### src/rdaqm_pkg.sv
`timescale 1ns / 1ps
// ----------------------------------------------------------------------------
// rdaqm_pkg
// Shared types and constants of the adaptive early drop block.
// ----------------------------------------------------------------------------
package rdaqm_pkg;

  localparam int FRAC_BITS = 16;
  localparam logic [16:0] ONE_Q16 = 17'd65536;
  localparam logic [17:0] MID_RESET = 18'd12288;

  typedef enum logic [2:0] {
    CFG_MIN    = 3'd0,
    CFG_MAX    = 3'd1,
    CFG_WEIGHT = 3'd2,
    CFG_MAXP   = 3'd3,
    CFG_GROW   = 3'd4,
    CFG_SHRINK = 3'd5
  } cfg_idx_t;

  typedef enum logic [1:0] {
    KIND_ACCEPT = 2'd0,
    KIND_FORCED = 2'd1,
    KIND_RANDOM = 2'd2
  } kind_t;

  typedef enum logic [3:0] {
    OP_NONE,
    OP_LOAD,
    OP_MUL_AVG,
    OP_MUL_R1,
    OP_MUL_R2,
    OP_WR_R2,
    OP_MID,
    OP_CURVE,
    OP_DIV_STEP,
    OP_MUL_SQ,
    OP_MUL_CB,
    OP_MUL_P,
    OP_SET_P,
    OP_MUL_CNT,
    OP_PA,
    OP_DEC
  } op_t;

  typedef struct packed {
    op_t op;
  } cmd_t;

  typedef struct packed {
    logic below;
    logic forced;
    logic p_zero;
  } stat_t;

endpackage

### src/rdaqm_ctrl.sv
`timescale 1ns / 1ps
// ----------------------------------------------------------------------------
// rdaqm_ctrl
// Sequencer that steps the datapath through one packet decision.
// ----------------------------------------------------------------------------
module rdaqm_ctrl import rdaqm_pkg::*; (
  input  logic  clk,
  input  logic  rst_n,
  input  logic  in_valid,
  output logic  in_ready,
  output logic  out_valid,
  input  logic  out_ready,
  input  stat_t stat,
  output cmd_t  cmd
);

  typedef enum logic [3:0] {
    S_IDLE, S_AVG, S_R1, S_R2, S_WR2, S_MID, S_CURVE, S_DIV1,
    S_SQ, S_CB, S_MULP, S_SETP, S_CNT, S_PA, S_DIV2, S_DEC
  } state_t;

  state_t     state_r, state_nxt;
  logic [3:0] div_cnt_r, div_cnt_nxt;
  logic       out_valid_r, out_valid_nxt;

  assign in_ready  = (state_r == S_IDLE);
  assign out_valid = out_valid_r;

  always_comb begin
    state_nxt     = state_r;
    div_cnt_nxt   = div_cnt_r;
    out_valid_nxt = out_valid_r && !out_ready;
    cmd.op        = OP_NONE;
    case (state_r)
      S_IDLE: begin
        if (in_valid) begin
          cmd.op    = OP_LOAD;
          state_nxt = S_AVG;
        end
      end
      S_AVG: begin
        cmd.op    = OP_MUL_AVG;
        state_nxt = S_R1;
      end
      S_R1: begin
        cmd.op    = OP_MUL_R1;
        state_nxt = S_R2;
      end
      S_R2: begin
        cmd.op    = OP_MUL_R2;
        state_nxt = S_WR2;
      end
      S_WR2: begin
        cmd.op    = OP_WR_R2;
        state_nxt = S_MID;
      end
      S_MID: begin
        cmd.op    = OP_MID;
        state_nxt = S_CURVE;
      end
      S_CURVE: begin
        cmd.op      = OP_CURVE;
        div_cnt_nxt = 4'd0;
        state_nxt   = S_DIV1;
      end
      S_DIV1: begin
        if (stat.below || stat.forced) begin
          state_nxt = S_DEC;
        end else begin
          cmd.op      = OP_DIV_STEP;
          div_cnt_nxt = div_cnt_r + 4'd1;
          if (div_cnt_r == 4'd15) begin
            state_nxt = S_SQ;
          end
        end
      end
      S_SQ: begin
        cmd.op    = OP_MUL_SQ;
        state_nxt = S_CB;
      end
      S_CB: begin
        cmd.op    = OP_MUL_CB;
        state_nxt = S_MULP;
      end
      S_MULP: begin
        cmd.op    = OP_MUL_P;
        state_nxt = S_SETP;
      end
      S_SETP: begin
        cmd.op    = OP_SET_P;
        state_nxt = S_CNT;
      end
      S_CNT: begin
        if (stat.p_zero) begin
          state_nxt = S_DEC;
        end else begin
          cmd.op    = OP_MUL_CNT;
          state_nxt = S_PA;
        end
      end
      S_PA: begin
        cmd.op      = OP_PA;
        div_cnt_nxt = 4'd0;
        state_nxt   = S_DIV2;
      end
      S_DIV2: begin
        cmd.op      = OP_DIV_STEP;
        div_cnt_nxt = div_cnt_r + 4'd1;
        if (div_cnt_r == 4'd15) begin
          state_nxt = S_DEC;
        end
      end
      S_DEC: begin
        if (!out_valid_r || out_ready) begin
          cmd.op        = OP_DEC;
          out_valid_nxt = 1'b1;
          state_nxt     = S_IDLE;
        end
      end
      default: begin
        state_nxt = S_IDLE;
      end
    endcase
  end

  always_ff @(posedge clk) begin
    if (!rst_n) begin
      state_r     <= S_IDLE;
      div_cnt_r   <= 4'd0;
      out_valid_r <= 1'b0;
    end else begin
      state_r     <= state_nxt;
      div_cnt_r   <= div_cnt_nxt;
      out_valid_r <= out_valid_nxt;
    end
  end

endmodule

### src/rdaqm_dpath.sv
`timescale 1ns / 1ps
// ----------------------------------------------------------------------------
// rdaqm_dpath
// Registers, shared multiplier and restoring divider of the drop decision.
// ----------------------------------------------------------------------------
module rdaqm_dpath import rdaqm_pkg::*; (
  input  logic               clk,
  input  logic               rst_n,
  input  cmd_t               cmd,
  output stat_t              stat,
  input  logic               cfg_valid,
  output logic               cfg_ready,
  input  logic [2:0]         cfg_index,
  input  logic [16:0]        cfg_data,
  input  logic [9:0]         in_queue_length,
  input  logic [15:0]        in_random_value,
  output logic [1:0]         out_drop_kind,
  output logic [16:0]        out_drop_probability,
  output logic [25:0]        out_average_queue,
  output logic [17:0]        out_mid_threshold,
  output logic signed [27:0] out_rate_first,
  output logic signed [28:0] out_rate_second
);

  localparam logic signed [33:0] AVG_HI = 34'sd67108863;
  localparam logic signed [33:0] R1_HI  = 34'sd134217727;
  localparam logic signed [33:0] R1_LO  = -34'sd134217728;
  localparam logic signed [33:0] R2_HI  = 34'sd268435455;
  localparam logic signed [33:0] R2_LO  = -34'sd268435456;

  logic [9:0]  min_r, max_r;
  logic [13:0] bw_r;
  logic [16:0] maxp_r;
  logic [15:0] grow_r, shrink_r;
  logic [25:0] avg_r;
  logic [27:0] r1_r;
  logic [28:0] r2_r;
  logic [9:0]  last_r, older_r;
  logic [17:0] mid_r;
  logic [15:0] cnt_r;

  logic [9:0]  q_r;
  logic [15:0] rnd_r;
  logic [15:0] w_r;
  logic signed [48:0] prod_r;
  logic [26:0] rem_r;
  logic [25:0] den_r;
  logic [15:0] quot_r;
  logic [15:0] rr_r;
  logic [16:0] p_r;
  logic [15:0] cnt_inc_r;
  logic        pa_sat_r;
  logic        below_r, forced_r;

  logic [1:0]  okind_r;
  logic [16:0] oprob_r;
  logic [25:0] oavg_r;
  logic [17:0] omid_r;
  logic [27:0] or1_r;
  logic [28:0] or2_r;

  logic [25:0] min_f, max_f, upper;
  logic        outside, pos1, pos2, neg1;
  logic [15:0] w_load;
  logic [32:0] delta;
  logic [33:0] avg_sum, r1_sum, r2_sum;
  logic [25:0] avg_new;
  logic [27:0] r1_new;
  logic [28:0] r2_new;
  logic [10:0] s1;
  logic [11:0] s2;
  logic [30:0] mul_a;
  logic [17:0] mul_b;
  logic [20:0] mid_mov, mid_hi, mid_lo, mid_c;
  logic [17:0] mid_new;
  logic [16:0] maxp_sat;
  logic [26:0] rem_sh;
  logic        ge;
  logic [33:0] dd;
  logic        pa_sat;
  logic [16:0] pa;
  logic [1:0]  kind;
  logic [15:0] cnt_dec;

  assign cfg_ready = 1'b1;

  assign min_f   = {min_r, 16'b0};
  assign max_f   = {max_r, 16'b0};
  assign outside = (avg_r < min_f) || (avg_r >= max_f);
  assign w_load  = outside ? {bw_r, 2'b00} : {1'b0, bw_r, 1'b0};

  assign pos1 = !r1_r[27] && (r1_r != 28'd0);
  assign neg1 = r1_r[27];
  assign pos2 = !r2_r[28] && (r2_r != 29'd0);

  assign delta   = prod_r[48:16];
  assign avg_sum = {8'b0, avg_r} + {delta[32], delta};
  assign r1_sum  = {{6{r1_r[27]}}, r1_r} + {delta[32], delta};
  assign r2_sum  = {{5{r2_r[28]}}, r2_r} + {delta[32], delta};

  always_comb begin
    if ($signed(avg_sum) < 34'sd0) begin
      avg_new = 26'd0;
    end else if ($signed(avg_sum) > AVG_HI) begin
      avg_new = AVG_HI[25:0];
    end else begin
      avg_new = avg_sum[25:0];
    end
    if ($signed(r1_sum) > R1_HI) begin
      r1_new = R1_HI[27:0];
    end else if ($signed(r1_sum) < R1_LO) begin
      r1_new = R1_LO[27:0];
    end else begin
      r1_new = r1_sum[27:0];
    end
    if ($signed(r2_sum) > R2_HI) begin
      r2_new = R2_HI[28:0];
    end else if ($signed(r2_sum) < R2_LO) begin
      r2_new = R2_LO[28:0];
    end else begin
      r2_new = r2_sum[28:0];
    end
  end

  assign s1 = {1'b0, q_r} - {1'b0, last_r};
  assign s2 = {2'b0, q_r} - {1'b0, last_r, 1'b0} + {2'b0, older_r};

  assign maxp_sat = (maxp_r > ONE_Q16) ? ONE_Q16 : maxp_r;

  always_comb begin
    mul_a = 31'd0;
    mul_b = {2'b0, w_r};
    case (cmd.op)
      OP_MUL_AVG: mul_a = {5'b0, q_r, 16'b0} - {5'b0, avg_r};
      OP_MUL_R1:  mul_a = {{4{s1[10]}}, s1, 16'b0} - {{3{r1_r[27]}}, r1_r};
      OP_MUL_R2:  mul_a = {{3{s2[11]}}, s2, 16'b0} - {{2{r2_r[28]}}, r2_r};
      OP_MUL_SQ: begin
        mul_a = {15'b0, quot_r};
        mul_b = {2'b0, quot_r};
      end
      OP_MUL_CB: begin
        mul_a = {15'b0, prod_r[31:16]};
        mul_b = {2'b0, rr_r};
      end
      OP_MUL_P: begin
        mul_a = {15'b0, (pos2 ? rr_r : prod_r[31:16])};
        mul_b = {1'b0, maxp_sat};
      end
      OP_MUL_CNT: begin
        mul_a = {15'b0, cnt_inc_r};
        mul_b = {1'b0, p_r};
      end
      default: mul_a = 31'd0;
    endcase
  end

  always_comb begin
    mid_mov = {3'b0, mid_r};
    if (pos1) begin
      mid_mov = mid_mov - {5'b0, (pos2 ? grow_r : {1'b0, grow_r[15:1]})};
    end else if (neg1) begin
      mid_mov = mid_mov + {5'b0, (pos2 ? {1'b0, shrink_r[15:1]} : shrink_r)};
    end
    mid_hi = {3'b0, max_r, 8'b0} - 21'd256;
    mid_lo = {3'b0, min_r, 8'b0} + 21'd256;
    mid_c  = mid_mov;
    if ($signed(mid_c) > $signed(mid_hi)) begin
      mid_c = mid_hi;
    end
    if ($signed(mid_c) < $signed(mid_lo)) begin
      mid_c = mid_lo;
    end
    mid_new = ($signed(mid_c) > $signed(21'd262143)) ? 18'h3FFFF : mid_c[17:0];
  end

  assign upper  = pos1 ? {mid_r, 8'b0} : max_f;
  assign rem_sh = {rem_r[25:0], 1'b0};
  assign ge     = rem_sh >= {1'b0, den_r};

  assign dd     = 34'h10000 - prod_r[33:0];
  assign pa_sat = dd[33] || (dd == 34'd0) || ({17'b0, p_r} >= dd);
  assign pa     = pa_sat_r ? ONE_Q16 : {1'b0, quot_r};

  always_comb begin
    if (forced_r) begin
      kind    = KIND_FORCED;
      cnt_dec = 16'd0;
    end else if (p_r == 17'd0) begin
      kind    = KIND_ACCEPT;
      cnt_dec = 16'd0;
    end else if ({1'b0, rnd_r} < pa) begin
      kind    = KIND_RANDOM;
      cnt_dec = 16'd0;
    end else begin
      kind    = KIND_ACCEPT;
      cnt_dec = cnt_inc_r;
    end
  end

  assign stat.below  = below_r;
  assign stat.forced = forced_r;
  assign stat.p_zero = (p_r == 17'd0);

  always_ff @(posedge clk) begin
    if (!rst_n) begin
      min_r    <= 10'd24;
      max_r    <= 10'd72;
      bw_r     <= 14'd131;
      maxp_r   <= 17'd6554;
      grow_r   <= 16'd256;
      shrink_r <= 16'd256;
      avg_r    <= 26'd0;
      r1_r     <= 28'd0;
      r2_r     <= 29'd0;
      last_r   <= 10'd0;
      older_r  <= 10'd0;
      mid_r    <= MID_RESET;
      cnt_r    <= 16'd0;
      below_r  <= 1'b0;
      forced_r <= 1'b0;
    end else begin
      if (cfg_valid) begin
        case (cfg_index)
          CFG_MIN: begin
            min_r <= cfg_data[9:0];
            mid_r <= {({1'b0, cfg_data[9:0]} + {1'b0, max_r}), 7'b0};
          end
          CFG_MAX: begin
            max_r <= cfg_data[9:0];
            mid_r <= {({1'b0, min_r} + {1'b0, cfg_data[9:0]}), 7'b0};
          end
          CFG_WEIGHT: bw_r     <= cfg_data[13:0];
          CFG_MAXP:   maxp_r   <= cfg_data;
          CFG_GROW:   grow_r   <= cfg_data[15:0];
          CFG_SHRINK: shrink_r <= cfg_data[15:0];
          default: ;
        endcase
      end
      prod_r <= $signed(mul_a) * $signed(mul_b);
      case (cmd.op)
        OP_LOAD: begin
          q_r   <= in_queue_length;
          rnd_r <= in_random_value;
          w_r   <= w_load;
        end
        OP_MUL_R1: avg_r <= avg_new;
        OP_MUL_R2: r1_r  <= r1_new;
        OP_WR_R2: begin
          r2_r    <= r2_new;
          older_r <= last_r;
          last_r  <= q_r;
        end
        OP_MID: mid_r <= mid_new;
        OP_CURVE: begin
          below_r  <= avg_r < min_f;
          forced_r <= (avg_r >= min_f) && (avg_r >= upper);
          p_r      <= ((avg_r >= min_f) && (avg_r >= upper)) ? ONE_Q16 : 17'd0;
          rem_r    <= {1'b0, avg_r - min_f};
          den_r    <= upper - min_f;
        end
        OP_DIV_STEP: begin
          rem_r  <= ge ? (rem_sh - {1'b0, den_r}) : rem_sh;
          quot_r <= {quot_r[14:0], ge};
        end
        OP_MUL_SQ: rr_r <= quot_r;
        OP_SET_P: begin
          p_r       <= {1'b0, prod_r[31:16]};
          cnt_inc_r <= (cnt_r == 16'hFFFF) ? cnt_r : cnt_r + 16'd1;
        end
        OP_PA: begin
          pa_sat_r <= pa_sat;
          rem_r    <= {10'b0, p_r};
          den_r    <= dd[25:0];
        end
        OP_DEC: begin
          cnt_r   <= cnt_dec;
          okind_r <= kind;
          oprob_r <= p_r;
          oavg_r  <= avg_r;
          omid_r  <= mid_r;
          or1_r   <= r1_r;
          or2_r   <= r2_r;
        end
        default: ;
      endcase
    end
  end

  assign out_drop_kind        = okind_r;
  assign out_drop_probability = oprob_r;
  assign out_average_queue    = oavg_r;
  assign out_mid_threshold    = omid_r;
  assign out_rate_first       = or1_r;
  assign out_rate_second      = or2_r;

endmodule

### src/red_derivative_aqm_drop_top.sv
`timescale 1ns / 1ps
// ----------------------------------------------------------------------------
// red_derivative_aqm_drop_top
// Adaptive early drop decision with a movable mid threshold.
// ----------------------------------------------------------------------------
// Each request steps through the sequencer from acceptance to a valid result;
// the curve division and later steps are skipped when the average is below
// the minimum threshold or at the forced drop limit, and the second division
// when the base probability is zero. One shared multiplier serves every
// product in turn; a one-bit-per-cycle divider runs for the curve fraction
// and the count-corrected drop probability. A finished result waits in the
// output register while the next request is taken. Configuration has its own
// always-ready channel; thresholds reload the mid threshold to their midpoint.
module red_derivative_aqm_drop_top import rdaqm_pkg::*; (
  input  logic               clk,
  input  logic               rst_n,
  input  logic               cfg_valid,
  output logic               cfg_ready,
  input  logic [2:0]         cfg_index,
  input  logic [16:0]        cfg_data,
  input  logic               in_valid,
  output logic               in_ready,
  input  logic [9:0]         in_queue_length,
  input  logic [15:0]        in_random_value,
  output logic               out_valid,
  input  logic               out_ready,
  output logic [1:0]         out_drop_kind,
  output logic [16:0]        out_drop_probability,
  output logic [25:0]        out_average_queue,
  output logic [17:0]        out_mid_threshold,
  output logic signed [27:0] out_rate_first,
  output logic signed [28:0] out_rate_second
);

  cmd_t  cmd;
  stat_t stat;

  rdaqm_ctrl u_ctrl (
    .clk       (clk),
    .rst_n     (rst_n),
    .in_valid  (in_valid),
    .in_ready  (in_ready),
    .out_valid (out_valid),
    .out_ready (out_ready),
    .stat      (stat),
    .cmd       (cmd)
  );

  rdaqm_dpath u_dpath (
    .clk                  (clk),
    .rst_n                (rst_n),
    .cmd                  (cmd),
    .stat                 (stat),
    .cfg_valid            (cfg_valid),
    .cfg_ready            (cfg_ready),
    .cfg_index            (cfg_index),
    .cfg_data             (cfg_data),
    .in_queue_length      (in_queue_length),
    .in_random_value      (in_random_value),
    .out_drop_kind        (out_drop_kind),
    .out_drop_probability (out_drop_probability),
    .out_average_queue    (out_average_queue),
    .out_mid_threshold    (out_mid_threshold),
    .out_rate_first       (out_rate_first),
    .out_rate_second      (out_rate_second)
  );

endmodule
### config.mk
export PLATFORM = sky130hd
export DESIGN_NAME = red_derivative_aqm_drop_top
export DESIGN_NICKNAME = d
export VERILOG_FILES = /design/src/rdaqm_pkg.sv /design/src/rdaqm_ctrl.sv /design/src/rdaqm_dpath.sv /design/src/red_derivative_aqm_drop_top.sv
export SDC_FILE = /design/constraint.sdc
export NUM_CORES = 2
export LEC_CHECK = 0
export BUFFER_PORTS_ARGS = -buffer_cell sky130_fd_sc_hd__buf_2
export CAP_MARGIN = 20
export CORE_UTILIZATION = 40
export DETAILED_ROUTE_END_ITERATION = 7
export HOLD_SLACK_MARGIN = 0.06
export PLACE_DENSITY_LB_ADDON = 0.1
export SLEW_MARGIN = 40
export SYNTH_ARGS = -nofsm -noshare
export SYNTH_HDL_FRONTEND = slang
export SYNTH_SLANG_ARGS = --single-unit
### constraint.sdc
create_clock -name clk -period 39.4 [get_ports clk]
set_input_delay 7.88 -clock clk [delete_from_list [all_inputs] [get_ports clk]]
set_output_delay 7.88 -clock clk [all_outputs]
set_load 0.02 [all_outputs]
==> summary.txt <==
Global route
  • Vias in the first global route: 44600
  • Initial antenna violation count: 14
  • Gr ovfl total: 0
  • Pin count of the biggest net entering global routing: 57
  • Gr usage total: 28.1%
  • First-pass GRT wire length: 293000 um

Placed design
  • Placed Cells: 7972
  • I/O Buffers: 172
  • Dpl hpwl: 155000 um
  • Place WS: 21.82 ns
  • GPL Wtd Cong: 0.927

Floorplanning
  • Io pins: 174
  • DIE AREA: 139000 sq um
  • Core footprint: 136000 sq um
  • Die height: 373 um
  • FP Rows: 135
  • Initial core utilization: 40.4%
  • Die X-Extent: 373 um

Synthesis
  • Synth Flop Type: edfxtp_1
  • #FFs+latches synth: 559
  • Synthesized cell area: 55000 sq um
  • Cells after synthesis: 6096
  • Post-synth EDFFs: 328
  • Register area share after synthesis: 26.3%
  • Async set-reset flop share out of synthesis: 0%
  • Avg Inst Size Synth: 9.02 sq um
  • Cell variety after synth: 95
  • Ys Warns: 0

Critical path
  • CP most frequent cell: fa_1
  • Worst EP arrival: 17.48 ns
  • Critical path capture point type: flip-flop
  • R2R setup slack: 27.54 ns
  • Top fanout value on the critical path: 9
  • CP max stage cell: or4_1
  • Max stage delay on crit path: 0.71 ns
  • Worst Setup Start Kind: input pin
  • WP data required: 39.79 ns
  • Critical path type: in2reg

STA
  • Post-route minimum period: 17.08 ns
  • Worst Tran Pin Value: 0.920 ns
  • Final setup fails: 0
  • Unrepaired setup endpoints after global routing: no
  • F_max: 58.5 MHz
  • Rel. slew slack: 38.0%
  • Period Utilization, post-route: 43.4%
  • Final Max Slew Viols: 0
  • TNS Setup: 0 ns
  • Final Hold Fails: 0
  • Worst Skew: 0.0421 ns
  • Post-route setup slack: 22.32 ns

Final layout
  • Number of non-filler instances in the completed layout: 8108
  • # nets final: 7264
  • Layout cells sized above 1: 8.55%
  • Area grow syn2layout: 10.8%

Route
  • Iter 0 DRT Violations: 4076
  • Via count: 46100
  • Post-route DRC violation count: 0
  • Routed vias/inst: 5.69
  • First drt pass iteration count: 7
  • Antenna viol nets, final: 0
  • WL final: 198000 um
  • Routed wire length per instance: 24.4 um

CTS
  • CTS tree: yes
  • Setup bufs post-CTS: 0
  • H-Tree Depth: 3
  • Worst-path clk slew: 0.05 ns
  • Post-CTS Resized: 0
  • Worst-case clock buffer depth: 3
  • CTS root buf: clkbuf_16
  • Num CTS Buffers: 73
  • CTS Sinks: 559
  • Clk_lat worst skew: 0.69 ns
  • Cts hold-fix bufs: 0

Worst hold path
  • HP Class: reg2reg

Outcome
  • Status: finished clean

Job
  • MaxCap Viol Count: 0
## final timing paths
kind                        from             endpoint  depth (start not counted)
min          u_dpath.shrink_r[0]  u_dpath.shrink_r[0]                          2
min reg2reg  u_dpath.shrink_r[0]  u_dpath.shrink_r[0]                          2
max reg2reg      u_dpath.r2_r[0]    u_dpath.mid_r[13]                         46
max                    out_ready   u_dpath.prod_r[33]                         33
## metal layers
layer  up-vias  GRT usage (%)  part of all wire (%)
li1      21200              -                     -
met2      1683           43.0                    44
met5         -              0                 0.011
met1     23000           40.9                    46
met4         4           9.09                   3.4
met3       271           3.36                   6.9
## metrics by stage
| stage | hold slack, ns | area [sq um] | utilization (%) |
|---|---|---|---|
| 5_1_grt | 0.472 | 60900 | 44.8 |
| 3_5_place_dp | 0.446 | 58400 | 43.0 |
| 3_3_place_gp | 0.444 | 58300 | 42.9 |
| 4_1_cts | 0.454 | 60900 | 44.8 |
| 6_report | 0.454 | 60900 | 44.8 |
| 2_1_floorplan | 0.432 | 55100 | - |
## layout by cell type (no fill, tap or decap), types with 30 or more instances in the layout
cell	synthesis	routed
nand3_1	99	95
a21o_1	130	130
a211oi_1	46	44
nor3_1	79	72
conb_1	2	32
clkbuf_16	0	74
nor2b_1	64	64
nor2_1	513	501
edfxtp_1	328	328
xor2_1	102	102
nand2_1	733	733
nor4_1	43	41
ha_1	441	441
o21ai_0	253	251
nand4_1	46	46
and3_1	31	31
mux2i_1	61	61
fa_1	506	506
and2_1	45	45
xnor2_1	225	225
inv_1	758	757
dfxtp_1	231	231
nand2b_1	97	97
a221o_1	31	31
buf_2	12	174
a21oi_1	404	395
mux2_2	35	35
o21bai_1	41	41
o211ai_1	30	30
buf_4	1	112
o21a_1	58	58
## synth_stat cells (28+ instances only)
cell      count  share of area, %
a211oi_1     46              0.63
a21o_1      130               1.8
a21oi_1     404               3.7
a221o_1      31              0.56
a22oi_1      28              0.38
a32oi_1      28              0.45
and2_1       45              0.51
and3_1       31              0.35
clkbuf_1    193               1.3
dfxtp_1     231               8.4
edfxtp_1    328                18
fa_1        506                18
ha_1        441                10
inv_1       758               5.2
mux2_2       35              0.72
mux2i_1      61               1.1
nand2_1     733               5.0
nand2b_1     97               1.1
nand3_1      99              0.90
nand4_1      46              0.52
nor2_1      513               3.5
nor2b_1      64              0.73
nor3_1       79              0.72
nor4_1       43              0.49
o211ai_1     30              0.41
o21a_1       58              0.79
o21ai_0     253               2.3
o21bai_1     41              0.56
xnor2_1     225               3.6
xor2_1      102               1.6
## cells by family after synthesis
| family | synth area share (%) |
|---|---|
| and+or+nand+nor | 15.3 |
| AOI/OAI and AO/OA | 16.0 |
| buffers and inverters | 6.75 |
| adders and majority gates | 28.5 |
| DFF | 26.3 |
| xor gates and xnor gates | 5.21 |
| muxes | 1.83 |
| other | 0.0137 |
## flip-flops by register name, summed over array words and instances (netlist names), 15 cells and up
register                      count
u_dpath.rem_r                    26
u_dpath.cnt_inc_r                16
u_dpath.rr_r                     16
u_dpath.out_rate_first           28
u_dpath.den_r                    26
u_dpath.out_average_queue        26
u_dpath.out_mid_threshold        18
u_dpath.quot_r                   16
u_dpath.mid_r                    18
u_dpath.p_r                      17
u_dpath.maxp_r                   17
u_dpath.w_r                      15
u_dpath.prod_r                   49
u_dpath.avg_r                    26
u_dpath.r1_r                     28
u_dpath.out_rate_second          29
u_dpath.grow_r                   16
u_dpath.rnd_r                    16
u_dpath.cnt_r                    16
u_dpath.out_drop_probability     17
u_dpath.shrink_r                 16
u_dpath.r2_r                     29
## critical path: cells and delay by family
family	cells	cell delay, ns
compound gates	10	2.11
xor+xnor	1	0.08
fa+ha+maj	7	3.43
buf+inv	7	0.55
simple gates	8	3.35
## area by class of cell
| class | instances | area [sq um] |
|---|---|---|
| diodes | 2 | 5.00 |
| clock buffers | 93 | 1970 |
| clock inverters | 41 | 468 |
| fillers | 13400 | 75100 |
| inverters | 759 | 2850 |
| multi-input cells | 4586 | 37200 |
| flip-flops and latches | 559 | 14500 |
| well taps | 1781 | 2230 |
| repair buffers | 287 | 1720 |
Power is not shown: default switching activity piles up to over one toggle a cycle in this logic, so the estimate is an artifact.
